<file path="src/hw/rtl/imhq_pkg.sv">
// ----------------------------------------------------------------------------
// imhq_pkg
// shared sizes, codes, entry types and the heap ordering function
// ----------------------------------------------------------------------------
package imhq_pkg;

    localparam int CAPACITY = 1024;
    localparam int ID_COUNT = 1024;
    localparam int KEY_W    = 32;
    localparam int ID_W     = $clog2(ID_COUNT);
    localparam int SLOT_W   = $clog2(CAPACITY);
    localparam int CNT_W    = $clog2(CAPACITY + 1);
    localparam int IDX_W    = SLOT_W + 2;

    typedef enum logic [1:0] {
        OP_PUSH   = 2'd0,
        OP_POP    = 2'd1,
        OP_UPDATE = 2'd2,
        OP_PEEK   = 2'd3
    } op_t;

    typedef enum logic [1:0] {
        STAT_OK    = 2'd0,
        STAT_ID    = 2'd1,
        STAT_EMPTY = 2'd2,
        STAT_FULL  = 2'd3
    } stat_t;

    // datapath commands issued by the controller
    typedef enum logic [3:0] {
        CMD_NONE,
        CMD_CLEAR,
        CMD_LAUNCH,
        CMD_REJECT,
        CMD_PUSH,
        CMD_PEEK,
        CMD_POP,
        CMD_POP_LAST,
        CMD_UPD_READ,
        CMD_UPD,
        CMD_UP_READ,
        CMD_UP_MOVE,
        CMD_DN_READ_L,
        CMD_DN_READ_R,
        CMD_DN_MOVE,
        CMD_PLACE
    } cmd_t;

    typedef struct packed {
        logic [ID_W-1:0]         id;
        logic signed [KEY_W-1:0] key;
    } entry_t;

    typedef struct packed {
        logic              present;
        logic [SLOT_W-1:0] slot;
    } map_t;

    // status flags from datapath to controller
    typedef struct packed {
        logic clear_done;
        logic reject;
        op_t  op;
        logic last_zero;
        logic key_less;
        logic key_greater;
        logic at_root;
        logic no_left;
        logic up_move;
        logic dn_move;
    } dp_stat_t;

    // lower key first, smaller id breaks a tie
    function automatic logic comes_first(entry_t a, entry_t b);
        logic lt;
        lt = ($signed(a.key) < $signed(b.key)) ||
             ((a.key == b.key) && (a.id < b.id));
        return lt;
    endfunction

endpackage

</file>
<file path="src/hw/rtl/imhq_ctrl.sv">
// ----------------------------------------------------------------------------
// imhq_ctrl
// request sequencer: clearing pass, lookup, sift up / sift down, result strobe
// ----------------------------------------------------------------------------
module imhq_ctrl (
    input  logic              clk,
    input  logic              rst_n,
    input  logic              start,
    output logic              busy,
    output logic              done,
    output imhq_pkg::cmd_t    cmd,
    input  imhq_pkg::dp_stat_t stat
);
    import imhq_pkg::*;

    typedef enum logic [11:0] {
        ST_CLEAR   = 12'b0000_0000_0001,
        ST_IDLE    = 12'b0000_0000_0010,
        ST_LOOK    = 12'b0000_0000_0100,
        ST_POPLAST = 12'b0000_0000_1000,
        ST_UPD     = 12'b0000_0001_0000,
        ST_UP_RD   = 12'b0000_0010_0000,
        ST_UP_CMP  = 12'b0000_0100_0000,
        ST_DN_L    = 12'b0000_1000_0000,
        ST_DN_R    = 12'b0001_0000_0000,
        ST_DN_CMP  = 12'b0010_0000_0000,
        ST_PLACE   = 12'b0100_0000_0000,
        ST_DONE    = 12'b1000_0000_0000
    } state_t;

    state_t state_reg, state_next;

    // state register
    always_ff @(posedge clk or negedge rst_n)
    begin
        if (!rst_n)
        begin
            state_reg <= ST_CLEAR;
        end
        else
        begin
            state_reg <= state_next;
        end
    end

    // next state and command
    always_comb
    begin
        state_next = state_reg;
        cmd        = CMD_NONE;
        case (state_reg)
            ST_CLEAR:
            begin
                cmd = CMD_CLEAR;
                if (stat.clear_done)
                begin
                    state_next = ST_IDLE;
                end
            end
            ST_IDLE:
            begin
                if (start)
                begin
                    cmd        = CMD_LAUNCH;
                    state_next = ST_LOOK;
                end
            end
            ST_LOOK:
            begin
                if (stat.reject)
                begin
                    cmd        = CMD_REJECT;
                    state_next = ST_DONE;
                end
                else
                begin
                    case (stat.op)
                        OP_PUSH:
                        begin
                            cmd        = CMD_PUSH;
                            state_next = ST_UP_RD;
                        end
                        OP_PEEK:
                        begin
                            cmd        = CMD_PEEK;
                            state_next = ST_DONE;
                        end
                        OP_POP:
                        begin
                            cmd        = CMD_POP;
                            state_next = stat.last_zero ? ST_DONE : ST_POPLAST;
                        end
                        default:
                        begin
                            cmd        = CMD_UPD_READ;
                            state_next = ST_UPD;
                        end
                    endcase
                end
            end
            ST_POPLAST:
            begin
                cmd        = CMD_POP_LAST;
                state_next = ST_DN_L;
            end
            ST_UPD:
            begin
                cmd = CMD_UPD;
                if (stat.key_less)
                begin
                    state_next = ST_UP_RD;
                end
                else if (stat.key_greater)
                begin
                    state_next = ST_DN_L;
                end
                else
                begin
                    state_next = ST_DONE;
                end
            end
            ST_UP_RD:
            begin
                if (stat.at_root)
                begin
                    state_next = ST_PLACE;
                end
                else
                begin
                    cmd        = CMD_UP_READ;
                    state_next = ST_UP_CMP;
                end
            end
            ST_UP_CMP:
            begin
                if (stat.up_move)
                begin
                    cmd        = CMD_UP_MOVE;
                    state_next = ST_UP_RD;
                end
                else
                begin
                    state_next = ST_PLACE;
                end
            end
            ST_DN_L:
            begin
                if (stat.no_left)
                begin
                    state_next = ST_PLACE;
                end
                else
                begin
                    cmd        = CMD_DN_READ_L;
                    state_next = ST_DN_R;
                end
            end
            ST_DN_R:
            begin
                cmd        = CMD_DN_READ_R;
                state_next = ST_DN_CMP;
            end
            ST_DN_CMP:
            begin
                if (stat.dn_move)
                begin
                    cmd        = CMD_DN_MOVE;
                    state_next = ST_DN_L;
                end
                else
                begin
                    state_next = ST_PLACE;
                end
            end
            ST_PLACE:
            begin
                cmd        = CMD_PLACE;
                state_next = ST_DONE;
            end
            ST_DONE:
            begin
                state_next = ST_IDLE;
            end
            default:
            begin
                state_next = ST_IDLE;
            end
        endcase
    end

    assign busy = (state_reg != ST_IDLE);
    assign done = (state_reg == ST_DONE);

endmodule

</file>
<file path="config.mk">
export PLATFORM = sky130hd
export DESIGN_NAME = imhq_ctrl
export DESIGN_NICKNAME = d
export VERILOG_FILES = /design/src/hw/rtl/imhq_pkg.sv /design/src/hw/rtl/imhq_ctrl.sv
export SDC_FILE = /design/constraint.sdc
export NUM_CORES = 1
export LEC_CHECK = 0
export CAP_MARGIN = 10
export CORE_MARGIN = 2
export CORE_UTILIZATION = 54
export DETAILED_ROUTE_END_ITERATION = 8
export DONT_BUFFER_PORTS = 1
export PLACE_DENSITY_LB_ADDON = 0.1
export SLEW_MARGIN = 20
export SYNTH_ARGS = -nofsm -noshare
export SYNTH_HDL_FRONTEND = slang
export SYNTH_SLANG_ARGS = --single-unit
export TNS_END_PERCENT = 100
</file>
<file path="constraint.sdc">
create_clock -name clk -period 1.9 [get_ports clk]
set_clock_uncertainty 0.15 [all_clocks]
set_input_delay 0.19 -clock clk [delete_from_list [all_inputs] [get_ports clk]]
set_output_delay 0.19 -clock clk [all_outputs]
set_load 0.005 [all_outputs]
</file>
==> impl_metrics.json, run 1 <==
{
  "fin_area_um2": 1328,
  "fmax_mhz": 426.8,
  "grt_pass1_wl_mm": 4.022,
  "wl_per_cell_um": 21.75,
  "netlist_area_um2": 822.0,
  "startpoint": "state_reg[5]",
  "grt_overflow": 0,
  "viasPerCell": 6.921,
  "yosysWarnings": 0,
  "r2r-start": "state_reg[5]",
  "ios": 20,
  "fin_ws_ps": -443.1,
  "rows": 14,
  "clockPowerShare": 0.176,
  "power.total_w": 0.001192,
  "coreArea_um2": 1471,
  "placed_cell_area_um2": 943.4,
  "grt_util_all_layers": 0.2974,
  "cts_root_buf": "clkbuf_4",
  "cp_data_required_time_ps": 1560,
  "synth_top_family_by_area": "simple AND/OR/NAND/NOR gates",
  "endpoint_kind": "primary output",
  "gp_congestion": 0.9005,
  "pwr-share-comb": 0.558,
  "io_buffers": 0,
  "start_kind": "register",
  "worstHoldPathType": "primary input to register",
  "r2r_cells": 5,
  "final_cell_mix": "buf_4, nor2_1, dlygate4sd3_1",
  "dr.pass1.iters": 4,
  "worstReg2RegEnd": "state_reg[5]",
  "num_vias": 1045,
  "synthCells": 96,
  "setup-violations-final": 8,
  "multi_input_area_um2": 629.4,
  "antenna_found_initial": 0,
  "muxShareOfSynthArea": 0,
  "crit_type": "register to primary output",
  "cp_slowest_stage_delay_ps": 460,
  "min_period_over_period": 1.233,
  "final_common_cell": "buf_4",
  "rsz0062_at_grt": "yes",
  "finalHoldViolations": 0,
  "cts_tree": "done",
  "crit_family": "simple AND/OR/NAND/NOR gates",
  "synthAdderAreaFrac": 0,
  "synth-xor-area-share": 0.02131,
  "max-cap-violations": 0,
  "synth-simple-area-share": 0.4642,
  "clk_pin_slew_worst_paths_ps": 80,
  "max-clock-path-buffers": 2,
  "r2r_slack_ps": -50,
  "ant_nets": 0,
  "numCtsBuffers": 3,
  "min_period_ps": 2343,
  "largest_register_ff_count": 12,
  "cts.sinks": 12,
  "die_width_um": 43.02,
  "nFillCells": 57,
  "drt_iter0_drc": 61,
  "crit_path_max_fanout": 4,
  "critPathSlowestCell": "dfrtp_2",
  "die-area_um2": 1850,
  "hold_depth": 1,
  "path_depth": 5,
  "n_antenna_cell": 0,
  "grt_pass1_vias": 910,
  "fin_setup_tns_ps": -1897,
  "p_int_w": 0.0007383,
  "htree_levels": 1,
  "slew_viol_final": 0,
  "wirelength_mm": 3.285,
  "syn_nets": 110,
  "seq_area_um2": 306.5,
  "ys_seq_area_frac": 0.3668,
  "power_density_nw_per_um2": 897.6,
  "worst_skew_pair.late_latency_ps": 280,
  "syn_area_per_cell_um2": 8.563,
  "seqPwrFrac": 0.266,
  "critPathArrivalTime_ps": 2000,
  "ys_ff_latch": 12,
  "dp.final_hpwl_mm": 1.699,
  "drive_above_1_share": 0.4222,
  "cp_cell_sequence": "nor4_4 > buf_4 > nand3_1 > o21ai_0 > or3_4",
  "p_switching_w": 0.0004533,
  "p_leak_nw": 0.6228,
  "outcome": "finished with violations",
  "power.share.switching": 0.3804,
  "nNetsFinal": 150,
  "max_slew_margin": 0.6213,
  "grt_max_degree": 13,
  "area_growth_pct": 61.49,
  "endpoint": "cmd[0]",
  "cp.buffers_inverters": 1,
  "start_util": 0.5587,
  "die_h_um": 43.02,
  "irDropWorstVdd_uv": 783.1,
  "synth_compound_area_frac": 0.1065,
  "violations": "setup timing",
  "drc_errors": 0,
  "synth_cell_types": 34,
  "tightest_slew_ps": 566.1
}
-- logic make-up (layout without fill, tap and decap cells) --
| logic type | after synthesis | in the layout |
|---|---|---|
| flops | 12 | 12 |
| xor+xnor | 2 | 2 |
| simple gates | 62 | 62 |
| compound gates | 13 | 13 |
| buf+inv | 7 | 46 |
-- worst register-to-register path: stages (launching register included) --
cell and delay (ps):
dfrtp_2 460, nor4_4 410, buf_4 200, nand4_4 130
or4_4 460, nand3_2 80
-- cells in the mapped netlist, drive strengths merged --
master / number / share of area
a211o: 1 / 0.011
a21o: 1 / 0.0091
a21oi: 2 / 0.012
and3: 1 / 0.0076
and3b: 1 / 0.011
and4: 1 / 0.011
buf: 4 / 0.027
dfrtp: 11 / 0.33
dfstp: 1 / 0.032
inv: 3 / 0.014
nand2: 5 / 0.026
nand2b: 7 / 0.053
nand3: 6 / 0.037
nand4: 10 / 0.084
nor2: 12 / 0.055
nor2b: 4 / 0.030
nor3: 1 / 0.0061
nor3b: 1 / 0.0091
nor4: 5 / 0.056
nor4b: 3 / 0.032
o21ai: 3 / 0.018
o21bai: 1 / 0.0091
o221ai: 1 / 0.011
o22ai: 2 / 0.015
o311ai: 1 / 0.011
o32ai: 1 / 0.011
or3: 1 / 0.0076
or4: 3 / 0.027
or4b: 1 / 0.012
xor2: 2 / 0.021
-- through the flow --
| stage | hold slack (ps) | worst slack, ps | instances | utilization |
|---|---|---|---|---|
| 2_1_floorplan | -255.6 | -6.018 | 96 | - |
| 6_report | 6.146 | -443.1 | 151 | 0.9022 |
| 4_1_cts | 2.546 | -317.0 | 142 | 0.7823 |
| 5_1_grt | 16.58 | -444.4 | 151 | 0.9022 |
| 3_5_place_dp | -255.3 | -29.84 | 124 | 0.6412 |
| 3_3_place_gp | -255.3 | -35.05 | 124 | 0.6412 |
-- repair_timing --
action / CTS / global route
gates cloned: 0 / 2
setup endpoints to repair: 7 / 9
setup buffers: 3 / 6
endpoints found under the hold margin: 22 / 1
pin swaps: 4 / 5
hold buffers: 11 / 1
resized for setup: 9 / 24
-- worst min path at each step --
stage                     to     from
2_1_floorplan  state_reg[10]    rst_n
3_3_place_gp    state_reg[9]    rst_n
3_5_place_dp    state_reg[9]    rst_n
4_1_cts         state_reg[3]  stat[8]
5_1_grt        state_reg[11]  stat[5]
6_report       state_reg[11]  stat[5]
-- area by class of cell --
| class | count | share of cell area |
|---|---|---|
| Inverter | 3 | 0.008483 |
| Timing Repair Buffer | 39 | 0.2441 |
| Clock buffer | 4 | 0.02733 |
| Tap cell | 16 | 0.01508 |
| Sequential cell | 12 | 0.2309 |
| Multi-Input combinational cell | 77 | 0.4741 |
-- power by group through the flow --
| stage | Clock [W] | Combinational [W] | Sequential, W |
|---|---|---|---|
| 6_report | 0.000209 | 0.000665 | 0.000317 |
| 5_1_grt | 0.000221 | 0.000698 | 0.000318 |
| 4_1_cts | 0.000209 | 0.000438 | 0.000301 |
| 3_5_place_dp | 0 | 0.000375 | 0.000305 |
| 3_3_place_gp | 0 | 0.000364 | 0.000304 |
| 2_1_floorplan | 0 | 0.000227 | 0.000308 |
-- per-layer routing --
metal / global-route usage / part of all wire / wire length, um / up-vias
li1: - / - / - / 440
met1: 0.3458 / 0.35 / 1164 / 492
met2: 0.5485 / 0.50 / 1634 / 88
met3: 0.04681 / 0.095 / 313 / 25
met4: 0.09697 / 0.053 / 173 / 0
met5: 0 / 0 / 0 / -
No activity file was read; power rests on OpenSTA's default activity.
==> inputs of run 2 (changes only) <==
--- a/config.mk
+++ b/config.mk
@@ -6,8 +6,9 @@
 export NUM_CORES = 1
 export LEC_CHECK = 0
 export CAP_MARGIN = 10
+export CORE_ASPECT_RATIO = 0.7
 export CORE_MARGIN = 2
-export CORE_UTILIZATION = 54
+export CORE_UTILIZATION = 35
 export DETAILED_ROUTE_END_ITERATION = 8
 export DONT_BUFFER_PORTS = 1
 export PLACE_DENSITY_LB_ADDON = 0.1
==> run 2 against run 1 <==
  * The run still ends with setup timing left
  * Critical endpoint is now cmd[3]
  * First-iteration DRC count down 61%
  * Combinational power decreased by 17%
  * Power shrank 9.6%
  * Clock power rose by 3%
  * Critical path type unchanged
  * Flip-flop and latch count stayed put
  * Count of clock-buffer cells in the layout stayed put
  * Non-clock buffer count up 8
  * Setup slack better by 98 ps
  * Wire length down 14%
==> impl_metrics.json, run 2 (synthesized netlist as in run 1, its figures left out) <==
{
  "outcome": "finished with violations",
  "violations": "setup timing",
  "cts.sinks": 12,
  "drive_above_1_share": 0.4336,
  "wl_per_cell_um": 16.16,
  "htree_levels": 1,
  "clk_pin_slew_worst_paths_ps": 80,
  "route.met3.wl_um": 129,
  "rows": 14,
  "grt_max_degree": 13,
  "r2r_cells": 6,
  "ios": 20,
  "max_slew_margin": 0.6045,
  "rsz0062_at_grt": "yes",
  "gp_congestion": 0.8664,
  "min_period_over_period": 1.182,
  "nNetsFinal": 158,
  "grt_util_all_layers": 0.2313,
  "wl_met2_mm": 1.380,
  "finalHoldViolations": 0,
  "holdWs_ps": 28.12,
  "cts_root_buf": "clkbuf_4",
  "wl_met1_mm": 1.305,
  "cp_data_required_time_ps": 1560,
  "finalNonFillerCells": 175,
  "final_common_cell": "buf_4",
  "wirelength_mm": 2.828,
  "ant_nets": 0,
  "drt_iter0_drc": 24,
  "r2r-start": "state_reg[7]",
  "grt_pass1_wl_mm": 4.574,
  "dp.final_hpwl_mm": 1.792,
  "numCtsBuffers": 3,
  "antenna_found_initial": 0,
  "fin_ws_ps": -344.9,
  "start_util": 0.3754,
  "die-area_um2": 2758,
  "post-route-util": 0.6257,
  "start_kind": "register",
  "die_h_um": 44.55,
  "setup-violations-final": 6,
  "grt_overflow": 0,
  "slew_viol_final": 0,
  "p_leak_nw": 0.6648,
  "grt_pass1_vias": 978,
  "startpoint": "state_reg[8]",
  "r2r_slack_ps": 10,
  "viasPerCell": 5.389,
  "dp_cells": 144,
  "max-clock-path-buffers": 2,
  "endpoint_kind": "primary output",
  "worst_skew_pair.late_latency_ps": 280,
  "io_buffers": 0,
  "max-cap-violations": 0,
  "dr.pass1.iters": 4,
  "irDropWorstVdd_uv": 444.2,
  "crit_type": "register to primary output",
  "drc_errors": 0,
  "min_period_ps": 2245,
  "cts_tree": "done",
  "tightest_slew_ps": 591.2,
  "critPathArrivalTime_ps": 1900,
  "endpoint": "cmd[3]",
  "worstReg2RegEnd": "state_reg[5]",
  "fmax_mhz": 445.4,
  "die_width_um": 61.93,
  "highest_layer": "met4",
  "power_density_nw_per_um2": 786.3,
  "largest_register_ff_count": 12,
  "n_antenna_cell": 0,
  "worstHoldPathType": "primary input to register",
  "num_vias": 943,
  "final_cell_mix": "buf_4, dlygate4sd3_1, nor2_1, dfrtp_1, nand4_1",
  "crit_path_max_fanout": 4,
  "area_growth_pct": 66.67,
  "coreArea_um2": 2190
}
==> run 2: stage by stage <==
step                      power [W]  TNS [ps]  setup WS, ps  instance area [um^2]
final                      0.001077     -1349        -344.9                  1370
after global routing       0.001133     -1759        -391.6                  1370
after CTS                  0.001047     -1042        -305.7                  1340
after detailed placement  0.0006686    -101.9        -44.15                 993.5
after global placement    0.0006613    -45.01        -25.67                 993.5
after floorplan           0.0005345    -6.018        -6.018                 832.0
==> run 2: what timing repair did <==
item	in CTS	in global routing
setup endpoints to repair	7	7
endpoints found under the hold margin	22	0
pin swaps	11	0
hold buffers	11	0
cloned	1	0
buffers inserted	16	0
gates resized for setup	18	7
==> run 2: cell type report <==
type / count / area (um^2)
clock buffers: 4 / 36.28
fillers: 177 / 819.5
inverters: 3 / 11.26
multi-input cells: 77 / 584.3
flip-flops and latches: 12 / 302.8
well taps: 32 / 40.04
repair buffers: 47 / 395.4
==> run 2: how the worst min path moves through the flow <==
stage,start,endpoint,cells past startpoint
finish,stat[2],state_reg[8],2
global route,stat[2],state_reg[8],2
CTS,stat[2],state_reg[8],2
detailed placement,rst_n,state_reg[3],0
global placement,rst_n,state_reg[3],0
floorplan,rst_n,state_reg[10],0
==> run 2: report_power, final <==
group	internal [W]	total [W]	switching, W	leakage (nW)
Combinational	0.000284	0.000552	0.000268	0.486
Clock	0.000117	0.000215	0.0000979	0.0210
Sequential	0.000281	0.000311	0.0000296	0.158
==> run 2: worst max-delay path, stage by stage (launching register included) <==
cell and delay [ps]:
dfrtp_1 420, nor4_2 80, buf_4 140, buf_2 140, buf_4 140, nand3_2 90
nand2_1 60, or4_4 540
==> run 2: routing by layer <==
layer | track usage | vias to the layer above
met5 | 0 | -
met4 | 0.03830 | 0
met3 | 0.05263 | 2
met2 | 0.3789 | 29
met1 | 0.3166 | 453
li1 | - | 459
==> inputs of run 3 (changes only) <==
--- a/config.mk
+++ b/config.mk
@@ -9,6 +9,7 @@
 export CORE_ASPECT_RATIO = 0.7
 export CORE_MARGIN = 2
 export CORE_UTILIZATION = 35
+export CTS_BUF_LIST = sky130_fd_sc_hd__clkbuf_8
 export DETAILED_ROUTE_END_ITERATION = 8
 export DONT_BUFFER_PORTS = 1
 export PLACE_DENSITY_LB_ADDON = 0.1
==> run 3 against run 2 <==
  * The flow finishes with violations (hold timing, setup timing)
  * Power up 5.2%
  * Sequential share of layout area grew 1.3 points
  * Clock power up 32%
  * Combinational power decreased by 3%
  * Cell count decreased by 4.0%
  * Setup slack improved by 69 ps
  * Worst hold slack worse by 29 ps
  * Critical path type unchanged
  * Register-to-register slack worse by 30 ps
  * Highest routed layer unchanged
  * Via count shrank 1.3%
==> impl_metrics.json, run 3 (synthesized netlist as in run 1, its figures left out) <==
{
  "grt_pass1_vias": 980,
  "die_h_um": 44.55,
  "seq_area_um2": 307.8,
  "multi_input_area_um2": 574.3,
  "htree_levels": 1,
  "grt_util_all_layers": 0.2253,
  "r2r_slack_ps": -20,
  "min_from": "stat[7]",
  "tightest_slew_ps": 592.2,
  "finalHoldViolations": 1,
  "violations": "hold timing, setup timing",
  "min_period_ps": 2176,
  "die-area_um2": 2758,
  "fin_ws_ps": -276.1,
  "critPathArrivalTime_ps": 1840,
  "seqPwrFrac": 0.279,
  "drc_errors": 0,
  "fmax_mhz": 459.5,
  "clockPowerShare": 0.250,
  "rsz0062_at_grt": "yes",
  "ant_nets": 0,
  "crit_type": "register to primary output",
  "post-route-util": 0.6000,
  "placed_cell_area_um2": 993.5,
  "cp_cell_sequence": "nor4_4 > buf_4 > nand2_2 > or4_4 > or4b_4",
  "slew_viol_final": 0,
  "clk_pin_slew_worst_paths_ps": 60,
  "final_cell_mix": "buf_4, nor2_1, nand4_1, dlygate4sd3_1",
  "irDropWorstVdd_uv": 477.5,
  "holdWs_ps": -0.6443,
  "cts_root_buf": "clkbuf_8",
  "p_leak_nw": 0.6219,
  "largest_register_ff_count": 12,
  "min_period_over_period": 1.145,
  "pwr-share-comb": 0.471,
  "coreArea_um2": 2190,
  "crit_family": "simple AND/OR/NAND/NOR gates",
  "cp_slowest_stage_delay_ps": 420,
  "io_buffers": 0,
  "power.share.switching": 0.3464,
  "hold_depth": 2,
  "cts.sinks": 12,
  "power_density_nw_per_um2": 863.0,
  "r2r-start": "state_reg[9]",
  "drt_iter0_drc": 35,
  "grt_overflow": 0,
  "max-cap-violations": 0,
  "viasPerCell": 5.542,
  "cp_data_required_time_ps": 1560,
  "die_width_um": 61.93,
  "drive_above_1_share": 0.3971,
  "dp.final_hpwl_mm": 1.792,
  "rows": 14,
  "endpoint_kind": "primary output",
  "p_switching_w": 0.0003928,
  "start_util": 0.3754,
  "grt_pass1_wl_mm": 4.471,
  "final_common_cell": "buf_4",
  "max_slew_margin": 0.6039,
  "outcome": "finished with violations",
  "start_kind": "register",
  "cp.buffers_inverters": 1,
  "antenna_found_initial": 0,
  "r2r_cells": 5,
  "wl_per_cell_um": 16.42,
  "startpoint": "state_reg[1]",
  "gp_congestion": 0.8664,
  "min_to": "state_reg[5]",
  "worstHoldPathType": "primary input to register",
  "max-clock-path-buffers": 2,
  "numCtsBuffers": 3,
  "worst_skew_pair.late_latency_ps": 240,
  "nFillCells": 190,
  "num_vias": 931,
  "area_growth_pct": 59.82,
  "ios": 20,
  "crit_path_max_fanout": 5,
  "dr.pass1.iters": 4,
  "grt_max_degree": 13,
  "cts_tree": "done",
  "critPathSlowestCell": "or4_4",
  "pre_cts_slack_ps": -44.15,
  "worstReg2RegEnd": "state_reg[5]",
  "setup-violations-final": 6,
  "fin_area_um2": 1314,
  "nNetsFinal": 151,
  "n_antenna_cell": 0,
  "p_int_w": 0.0007410,
  "power.total_w": 0.001134,
  "wirelength_mm": 2.759
}
## run 3: final cells by class
cell class              instances  share of cell area
flip-flops and latches         12              0.2343
well taps                      32             0.03048
inverters                       3            0.008571
repair buffers                 40              0.2476
clock buffers                   4             0.04190
multi-input cells              77              0.4371
## run 3: worst register-to-register path, cell delays in order, from the launching register on
cell	delay, ps
dfrtp_2	460
nor4_4	310
buf_4	210
nand4_4	180
or4_1	450
nand3_1	90
## run 3: stage by stage
step                cells  TNS [ps]
global route          168     -1561
CTS                   165     -1021
detailed placement    144    -101.9
floorplan              96    -6.018
finish                168    -994.5
global placement      144    -45.01
## run 3: worst max path at each step
stage | end | slack [ps] | depth (start not counted)
global route | cmd[1] | -340 | 5
CTS | cmd[1] | -280 | 5
detailed placement | cmd[1] | -40 | 5
global placement | cmd[1] | -30 | 5
floorplan | cmd[1] | -6 | 5
finish | cmd[1] | -280 | 5
## run 3: power by group through the flow
stage               Sequential (W)  Clock [W]  Combinational, W
floorplan                 0.000308          0          0.000227
global placement          0.000310          0          0.000351
detailed placement        0.000311          0          0.000358
CTS                       0.000314   0.000285          0.000512
global route              0.000320   0.000297          0.000575
finish                    0.000317   0.000283          0.000534
## run 3: timing repair
item | in CTS | in global routing
endpoints found under the setup margin | 7 | 7
hold buffers | 9 | 0
pin swaps | 4 | 6
gates cloned | 2 | 0
buffers inserted | 6 | 3
gates resized for setup | 15 | 10
hold endpoints to repair | 22 | 0
## run 3: layer usage
layer / vias to the layer above / global-route usage / wire length [um]
met1: 445 / 0.3148 / 1279
li1: 445 / - / -
met5: - / 0 / 0
met2: 37 / 0.3389 / 1280
met4: 0 / 0.08085 / 43
met3: 4 / 0.05263 / 155
